**src/sv/pvsa_pkg.sv**
```systemverilog
// Package for the priority voice slot allocator.
// Holds command and reason codes, field widths and the channel payload structs.
// No dependencies.
package pvsa_pkg;

    // Default table size and the cap on results reported per command
    localparam int DEF_NUM_SLOTS = 32;
    localparam int MAX_RESULTS   = 32;
    localparam int RES_CNT_W     = 6;

    // Command codes
    localparam logic [1:0] CMD_PLAY     = 2'd0;
    localparam logic [1:0] CMD_STOP     = 2'd1;
    localparam logic [1:0] CMD_FINISH   = 2'd2;
    localparam logic [1:0] CMD_SHUTDOWN = 2'd3;

    // Event reason codes
    localparam logic [2:0] RSN_FINISHED = 3'd0;
    localparam logic [2:0] RSN_STOPPED  = 3'd1;
    localparam logic [2:0] RSN_EVICTED  = 3'd2;
    localparam logic [2:0] RSN_REJECTED = 3'd3;
    localparam logic [2:0] RSN_SHUTDOWN = 3'd4;
    localparam logic [2:0] RSN_PLACED   = 3'd5;

    // Command channel payload
    typedef struct packed {
        logic [1:0]  command;
        logic [31:0] voice_handle;
        logic [7:0]  voice_priority;
    } t_cmd_item;

    // Event channel payload
    typedef struct packed {
        logic [2:0]  event_reason;
        logic [31:0] event_handle;
        logic [4:0]  event_slot;
        logic [5:0]  voices_active;
        logic        last_event;
    } t_evt_item;

    // One entry of the slot memory
    typedef struct packed {
        logic [31:0] handle;
        logic [7:0]  prio;
    } t_slot_entry;

endpackage

```
**src/sv/priority_voice_slot_allocator.sv**
```systemverilog
// Priority voice slot allocator: slot table in a synchronous memory, scanned per command.
// Depends on pvsa_pkg.
//
//  channel  | direction | handshake                    | payload
//  ---------+-----------+------------------------------+-----------
//  command  | in        | i_cmd_valid / o_cmd_ready    | i_cmd
//  event    | out       | o_evt_valid / i_evt_ready    | o_evt
//
// Each command reads the slots in order through the registered memory read port, one
// slot a cycle unless the event output stalls; a play stops at the first empty slot, and
// stop, finish and shutdown read every slot. Valid bits live in flip-flops and are
// cleared by reset; handles and priorities need no reset. Reset is synchronous, active
// low. A stalled event output holds the scan once its one-entry holding stage is full;
// one finished event may wait at the output while the next command is taken.
module priority_voice_slot_allocator
    import pvsa_pkg::*;
#(
    parameter int NUM_SLOTS = DEF_NUM_SLOTS
) (
    input  logic      i_clk,
    input  logic      i_rst_n,
    input  logic      i_cmd_valid,
    output logic      o_cmd_ready,
    input  t_cmd_item i_cmd,
    output logic      o_evt_valid,
    input  logic      i_evt_ready,
    output t_evt_item o_evt
);

    localparam int SW = (NUM_SLOTS > 1) ? $clog2(NUM_SLOTS) : 1;
    localparam int AW = SW + 1;
    localparam int CW = $clog2(NUM_SLOTS + 1);

    localparam logic [2:0] S_IDLE   = 3'd0;
    localparam logic [2:0] S_SCAN   = 3'd1;
    localparam logic [2:0] S_DECIDE = 3'd2;
    localparam logic [2:0] S_EVICT  = 3'd3;
    localparam logic [2:0] S_PLACE  = 3'd4;
    localparam logic [2:0] S_REJECT = 3'd5;
    localparam logic [2:0] S_FLUSH  = 3'd6;

    // Slot memory and its registered read data
    t_slot_entry r_mem [NUM_SLOTS];
    t_slot_entry r_rd;

    logic [2:0]           r_state, n_state;
    logic [NUM_SLOTS-1:0] r_valid, n_valid;
    logic [CW-1:0]        r_occ, n_occ;
    logic [AW-1:0]        r_ra, n_ra;
    logic                 r_dv, n_dv;
    logic [SW-1:0]        r_di, n_di;
    logic [SW-1:0]        r_tgt, n_tgt;
    logic [1:0]           r_cmd, n_cmd;
    logic [31:0]          r_handle, n_handle;
    logic [7:0]           r_prio, n_prio;
    logic [7:0]           r_lo_prio, n_lo_prio;
    logic [31:0]          r_lo_handle, n_lo_handle;
    logic [SW-1:0]        r_lo_idx, n_lo_idx;
    logic [RES_CNT_W-1:0] r_nres, n_nres;

    t_evt_item r_pend, r_out, emit_ev, out_ev;
    logic      r_pend_v, r_out_v;

    logic rd_en, mem_we, emit_v, emit_store, pend_move, out_free, adv, last_slot;

    assign out_free    = !r_out_v || i_evt_ready;
    assign adv         = !r_pend_v || out_free;
    assign last_slot   = (r_di == SW'(NUM_SLOTS - 1));
    assign o_cmd_ready = (r_state == S_IDLE);
    assign o_evt_valid = r_out_v;
    assign o_evt       = r_out;

    // Sequencer: scan, decide, write back
    always_comb begin
        n_state     = r_state;
        n_valid     = r_valid;
        n_occ       = r_occ;
        n_ra        = r_ra;
        n_dv        = r_dv;
        n_di        = r_di;
        n_tgt       = r_tgt;
        n_cmd       = r_cmd;
        n_handle    = r_handle;
        n_prio      = r_prio;
        n_lo_prio   = r_lo_prio;
        n_lo_handle = r_lo_handle;
        n_lo_idx    = r_lo_idx;
        rd_en       = 1'b0;
        mem_we      = 1'b0;
        emit_v      = 1'b0;
        emit_ev     = '0;
        unique case (r_state)
            S_IDLE: begin
                if (i_cmd_valid) begin
                    n_cmd    = i_cmd.command;
                    n_handle = i_cmd.voice_handle;
                    n_prio   = i_cmd.voice_priority;
                    n_ra     = '0;
                    n_dv     = 1'b0;
                    n_state  = S_SCAN;
                end
            end
            S_SCAN: begin
                if (adv) begin
                    rd_en = (r_ra < AW'(NUM_SLOTS));
                    n_ra  = rd_en ? r_ra + AW'(1) : r_ra;
                    n_dv  = rd_en;
                    n_di  = r_ra[SW-1:0];
                    if (r_dv) begin
                        if (r_cmd == CMD_PLAY) begin
                            if (!r_valid[r_di]) begin
                                // first empty slot wins; drop the read in flight
                                n_tgt   = r_di;
                                n_dv    = 1'b0;
                                n_state = S_PLACE;
                            end else begin
                                if (r_di == '0 || r_rd.prio < r_lo_prio) begin
                                    n_lo_prio   = r_rd.prio;
                                    n_lo_handle = r_rd.handle;
                                    n_lo_idx    = r_di;
                                end
                                if (last_slot) begin
                                    n_state = S_DECIDE;
                                end
                            end
                        end else begin
                            if (r_valid[r_di] &&
                                (r_cmd == CMD_SHUTDOWN || r_rd.handle == r_handle)) begin
                                n_valid[r_di] = 1'b0;
                                n_occ         = r_occ - CW'(1);
                                emit_v        = 1'b1;
                                if (r_cmd == CMD_SHUTDOWN) begin
                                    emit_ev.event_reason = RSN_SHUTDOWN;
                                end else if (r_cmd == CMD_STOP) begin
                                    emit_ev.event_reason = RSN_STOPPED;
                                end else begin
                                    emit_ev.event_reason = RSN_FINISHED;
                                end
                                emit_ev.event_handle  = r_rd.handle;
                                emit_ev.event_slot    = 5'(r_di);
                                emit_ev.voices_active = 6'(n_occ);
                            end
                            if (last_slot) begin
                                n_state = S_FLUSH;
                            end
                        end
                    end
                end
            end
            S_DECIDE: begin
                n_state = (r_prio > r_lo_prio) ? S_EVICT : S_REJECT;
            end
            S_EVICT: begin
                if (adv) begin
                    n_valid[r_lo_idx]     = 1'b0;
                    n_occ                 = r_occ - CW'(1);
                    emit_v                = 1'b1;
                    emit_ev.event_reason  = RSN_EVICTED;
                    emit_ev.event_handle  = r_lo_handle;
                    emit_ev.event_slot    = 5'(r_lo_idx);
                    emit_ev.voices_active = 6'(n_occ);
                    n_tgt                 = r_lo_idx;
                    n_state               = S_PLACE;
                end
            end
            S_PLACE: begin
                if (adv) begin
                    n_valid[r_tgt]        = 1'b1;
                    n_occ                 = r_occ + CW'(1);
                    mem_we                = 1'b1;
                    emit_v                = 1'b1;
                    emit_ev.event_reason  = RSN_PLACED;
                    emit_ev.event_handle  = r_handle;
                    emit_ev.event_slot    = 5'(r_tgt);
                    emit_ev.voices_active = 6'(n_occ);
                    n_state               = S_FLUSH;
                end
            end
            S_REJECT: begin
                if (adv) begin
                    emit_v                = 1'b1;
                    emit_ev.event_reason  = RSN_REJECTED;
                    emit_ev.event_handle  = r_handle;
                    emit_ev.event_slot    = '0;
                    emit_ev.voices_active = 6'(r_occ);
                    n_state               = S_FLUSH;
                end
            end
            S_FLUSH: begin
                if (!r_pend_v || out_free) begin
                    n_state = S_IDLE;
                end
            end
            default: begin
                n_state = S_IDLE;
            end
        endcase
    end

    // Results past the cap are dropped; the held one moves out on the next event or flush
    assign emit_store = emit_v && (r_nres < RES_CNT_W'(MAX_RESULTS));
    assign pend_move  = r_pend_v && out_free && (emit_store || r_state == S_FLUSH);

    always_comb begin
        n_nres = r_nres;
        if (r_state == S_IDLE) begin
            n_nres = '0;
        end else if (emit_store) begin
            n_nres = r_nres + RES_CNT_W'(1);
        end
    end

    // Held event on its way out; the flush marks it as the last of the command
    always_comb begin
        out_ev            = r_pend;
        out_ev.last_event = (r_state == S_FLUSH);
    end

    // Control registers
    always_ff @(posedge i_clk) begin
        if (!i_rst_n) begin
            r_state  <= S_IDLE;
            r_valid  <= '0;
            r_occ    <= '0;
            r_dv     <= 1'b0;
            r_nres   <= '0;
            r_pend_v <= 1'b0;
            r_out_v  <= 1'b0;
        end else begin
            r_state <= n_state;
            r_valid <= n_valid;
            r_occ   <= n_occ;
            r_dv    <= n_dv;
            r_nres  <= n_nres;
            if (emit_store) begin
                r_pend_v <= 1'b1;
            end else if (pend_move) begin
                r_pend_v <= 1'b0;
            end
            if (pend_move) begin
                r_out_v <= 1'b1;
            end else if (i_evt_ready) begin
                r_out_v <= 1'b0;
            end
        end
    end

    // Payload registers
    always_ff @(posedge i_clk) begin
        r_ra        <= n_ra;
        r_di        <= n_di;
        r_tgt       <= n_tgt;
        r_cmd       <= n_cmd;
        r_handle    <= n_handle;
        r_prio      <= n_prio;
        r_lo_prio   <= n_lo_prio;
        r_lo_handle <= n_lo_handle;
        r_lo_idx    <= n_lo_idx;
        if (emit_store) begin
            r_pend <= emit_ev;
        end
        if (pend_move) begin
            r_out <= out_ev;
        end
    end

    // Slot memory: one write port, one registered read port
    always_ff @(posedge i_clk) begin
        if (mem_we) begin
            r_mem[r_tgt] <= '{handle: r_handle, prio: r_prio};
        end
        if (rd_en) begin
            r_rd <= r_mem[r_ra[SW-1:0]];
        end
    end

`ifndef NO_ASSERTIONS
    // Occupancy count tracks the valid bits
    a_occ_count: assert property (@(posedge i_clk) disable iff (!i_rst_n)
        r_occ == CW'($countones(r_valid)))
        else $error("occupancy count out of step with valid bits");

    // Nothing is held back once a new command can be taken
    a_idle_flushed: assert property (@(posedge i_clk) disable iff (!i_rst_n)
        o_cmd_ready |-> !r_pend_v)
        else $error("held event left behind at end of command");

    // A command transfer starts a scan from slot zero
    a_start_scan: assert property (@(posedge i_clk) disable iff (!i_rst_n)
        i_cmd_valid && o_cmd_ready |=> r_state == S_SCAN && r_ra == '0 && !r_dv)
        else $error("scan did not start after command transfer");

    // Events never exceed the per-command cap
    a_res_cap: assert property (@(posedge i_clk) disable iff (!i_rst_n)
        r_nres <= RES_CNT_W'(MAX_RESULTS))
        else $error("result count past cap");

    // An event is only written into the held stage when the stage can drain
    a_no_overwrite: assert property (@(posedge i_clk) disable iff (!i_rst_n)
        emit_store && r_pend_v |-> pend_move)
        else $error("held event overwritten");
`endif

endmodule

```
**config.mk**
```make
export PLATFORM = sky130hd
export DESIGN_NAME = priority_voice_slot_allocator
export DESIGN_NICKNAME = d
export VERILOG_FILES = /design/src/sv/pvsa_pkg.sv /design/src/sv/priority_voice_slot_allocator.sv
export SDC_FILE = /design/constraint.sdc
export NUM_CORES = 2
export LEC_CHECK = 0
export ABC_AREA = 1
export BUFFER_PORTS_ARGS = -buffer_cell sky130_fd_sc_hd__buf_2
export CORE_UTILIZATION = 48
export CTS_CLUSTER_SIZE = 8
export DETAILED_ROUTE_END_ITERATION = 10
export MAX_ROUTING_LAYER = met4
export PLACE_DENSITY = 0.65
export SLEW_MARGIN = 20
export SYNTH_ARGS = -nofsm -noshare
export SYNTH_HDL_FRONTEND = slang
export SYNTH_SLANG_ARGS = --single-unit
```
**constraint.sdc**
```tcl
create_clock -name i_clk -period 4.5 [get_ports i_clk]
set_clock_uncertainty 0.1 [all_clocks]
set_input_delay 0.45 -clock i_clk [delete_from_list [all_inputs] [get_ports i_clk]]
set_output_delay 0.45 -clock i_clk [all_outputs]
set_load 0.05 [all_outputs]
```
==> flow_summary_export.csv <==
group,metric,value,unit
route,num_vias,40700,
timing,final-setup-viol-count,0,
synth,synthTopCellsByArea,"edfxtp_1 74%, o21ai_0 5.6%, nor2_1 4.6%, nand2_1 2.6%, o22ai_1 2.2%",
timing,setup_ws,922,ps
die,die_height,360,um
worst_setup_path,cpLargestDelayFamily,"flip-flops",
clock_network,post-cts-setup-buffers,0,
global_routing,track_usage,28.3,%
worst_setup_path,crit_chain,"xnor2_1 -> nand2_1 -> nor2_1 -> nand2_1 -> nor2_1 -> nand2_1 -> nand2_1 -> nand3_4 -> inv_1 -> buf_4 -> nand2_1 -> nand3_1",
clock_network,cts_tree,"yes",
worst_setup_path,cp_slowest_cell,"edfxtp_1",
clock_network,path_clk_slew,50,ps
worst_setup_path,cp_max_fo,34,
synth,avgSynthCellArea,13.1,um2
global_routing,antenna_found_initial,6,
timing,slew_viol_final,0,
power_and_ir_drop,power.leakage,23.1,nW
die,rows,131,
timing,finalHoldViolCount,0,
worst_setup_path,cpPeakStageDelay,1100,ps
global_routing,gr-total-overflow,0,
timing,worst_slew_pin_slew,1150,ps
timing,fin_crit_sh,79.5,%
power_and_ir_drop,power_density,626,nW/um2
global_routing,grt_pass1_vias,38500,
synth,ys_seq_area_share,75.5,%
synth,synth_seq_cells,1566,
timing,fmax,279,MHz
route,vias_per_cell,6.20,
route,ant_nets,0,
die,initial_utilization,48.4,%
synth,syn_inst,4685,
route,firstDrtPassIters,6,
finish,nNetsFinal,4935,
placement,numPortBuffers,94,
synth,ys_types,40,
timing,period_needed,3580,ps
clock_network,post_cts_resized,0,
finish,stdcell_area,70900,um2
die,core_area,127000,um2
synth,syn-cell-area,61600,um2
placement,post-place-ws,1060,ps
placement,placed_cell_area,64800,um2
clock_network,htreeDepth,4,
worst_setup_path,critPathRequiredTime,5060,ps
global_routing,grt_max_degree,176,
worst_setup_path,start_kind,"register",
finish,drive_gt1_share,10.9,%
route,drcViolationCount,0,
placement,hpwlAfterDp,88600,um
hold_path,min_path_type,"input pin to register",
worst_setup_path,cp_common_cell,"nand2_1",
finish,syn_to_final_growth,15.0,%
route,wirelength,181000,um
power_and_ir_drop,p_total,44.4,mW
route,wire_per_inst,27.5,um
clock_network,cts_buffer_depth,3,
die,ios,95,
worst_setup_path,endpoint_kind,"register",
worst_setup_path,criticalPathCategory,"register to register",
synth,yosysTopAreaCell,"edfxtp_1",
clock_network,clkLatencyLatePin,810,ps
run_status,status,"finished, final reports clean",
global_routing,grt_pass1_wl,260000,um
timing,rsz0062_at_grt,"no",
clock_network,hold_buffers,44,
worst_setup_path,crit_buf_inv,2,
die,die-width,360,um
worst_setup_path,crit_arrival,4140,ps
clock_network,cts.sinks,1566,
placement,gp_congestion,0.957,
clock_network,cts-root-buf,"clkbuf_16",
flow_run,maxCapViolCount,0,
die,die-area,130000,um2
power_and_ir_drop,ir_drop,872,uV
clock_network,numCtsBuffers,213,
timing,timing.slew.headroom,22.6,%
worst_setup_path,r2r_slack,920,ps
route,drt-initial-drc-count,6209,
synth,yosysWarnings,0,
synth,synth_top_area_share,73.9,%
synth,synth_nets,4750,
[placed cells by master, fill, tap and decap left out, drive strengths merged, types with 44 or more instances in the layout]
cell type,synthesis,routed
clkbuf,242,245
nand3,135,135
nor3,79,79
o221ai,138,138
edfxtp,1516,1516
buf,52,220
nor2,754,754
o21ai,716,716
dfxtp,50,50
nand2,429,429
nand4,45,45
dlygate4sd3,0,44
o22ai,216,216
inv,144,153
[cells by family after synthesis]
kind of cell             after synthesis  synth area share [%]
AO/OA/AOI/OAI                       1166                  11.0
XOR/XNOR                              39                 0.555
adder cells (fa/ha/maj)               19                 0.386
buffers and inverters                443                  2.77
flip-flops                          1566                  75.5
AND/OR/NAND/NOR                     1452                  9.72
[final timing paths]
kind           startpoint    endpoint  cells past startpoint
max          r_handle[18]  out_ev[23]                     12
min           i_cmd_valid        r_dv                      4
max reg2reg  r_handle[18]  out_ev[23]                     12
min reg2reg     out_ev[1]    o_evt[1]                      0
[power by group]
group / switching (mW) / internal [mW] / leakage, nW
combinational: 8.82 / 3.34 / 6.24
sequential: 0.612 / 17.6 / 14.1
clock: 5.60 / 8.43 / 2.75
total: 15.0 / 29.3 / 23.1
[per-stage QoR]
step / instances / hold WS (ps) / TNS, ps / util, %
3_3_place_gp: 6272 / 302 / 0 / 50.9
4_1_cts: 6570 / 35.1 / 0 / 55.6
3_5_place_dp: 6272 / 305 / 0 / 50.9
2_1_floorplan: 4685 / 300 / -103350 / -
6_report: 6572 / 78.0 / 0 / 55.6
5_1_grt: 6572 / 98.0 / 0 / 55.6
[layer usage]
layer  share of wire, %  global-route usage, %  vias to the layer above
li1                   -                      -                    17700
met1                 40                   38.6                    20200
met2                 45                   42.5                     2451
met3                 11                   4.90                      398
met4                3.8                   11.1                        0
met5                  0                      -                        -
[cell usage after synthesis]
cell      number
a211oi_1       1
nor3b_1        2
nor2_1       748
nand4_1       45
nand2_2        1
nand2_1      425
xor2_1         9
buf_2         18
a211oi_2       3
o21ai_2        1
inv_2         18
o22ai_1      216
nand3_1      134
o221ai_1     138
buf_6          1
o21ai_0      689
nand3_4        1
o31ai_1        1
a32oi_1        1
o211a_1        6
nand2_4        3
a22oi_1        6
inv_1        126
o211ai_1      39
buf_4          4
nor2_2         3
or2_2          4
clkbuf_1     242
ha_1          19
nor2_4         3
and3_1         4
o21ai_1       26
nor3_1        67
a21oi_1       39
clkinv_1       5
nor3_2        12
dfxtp_1       50
edfxtp_1    1516
buf_1         29
xnor2_1       30
[flip-flops by register name (all words and copies together), names as in the netlist, 8 cells and up]
name / count
out_ev: 46
r_handle: 32
r_valid: 32
r_prio: 8
r_lo_prio: 8
r_mem: 1280
r_lo_handle: 32
o_evt: 47
r_rd: 40
[final cells by class]
cell class / count / area [um2]
multi-input combinational: 2676 / 13600
clock buffer: 245 / 5510
tap: 1662 / 2080
sequential: 1566 / 46500
clock inverter: 9 / 124
fill: 10100 / 56500
timing repair buffer: 264 / 2410
inverter: 149 / 579
antenna: 1 / 2.50
[worst register-to-register path: stages (launching register included)]
cell and delay [ps]:
edfxtp_1 1100, xnor2_1 210, nand2_1 80, nor2_1 170
nand2_1 110, nor2_1 100, nand2_1 100, nand2_1 160
nand3_4 170, inv_1 590, buf_4 380, nand2_1 90
nand3_1 90
Power figures use the tool's default switching activity.
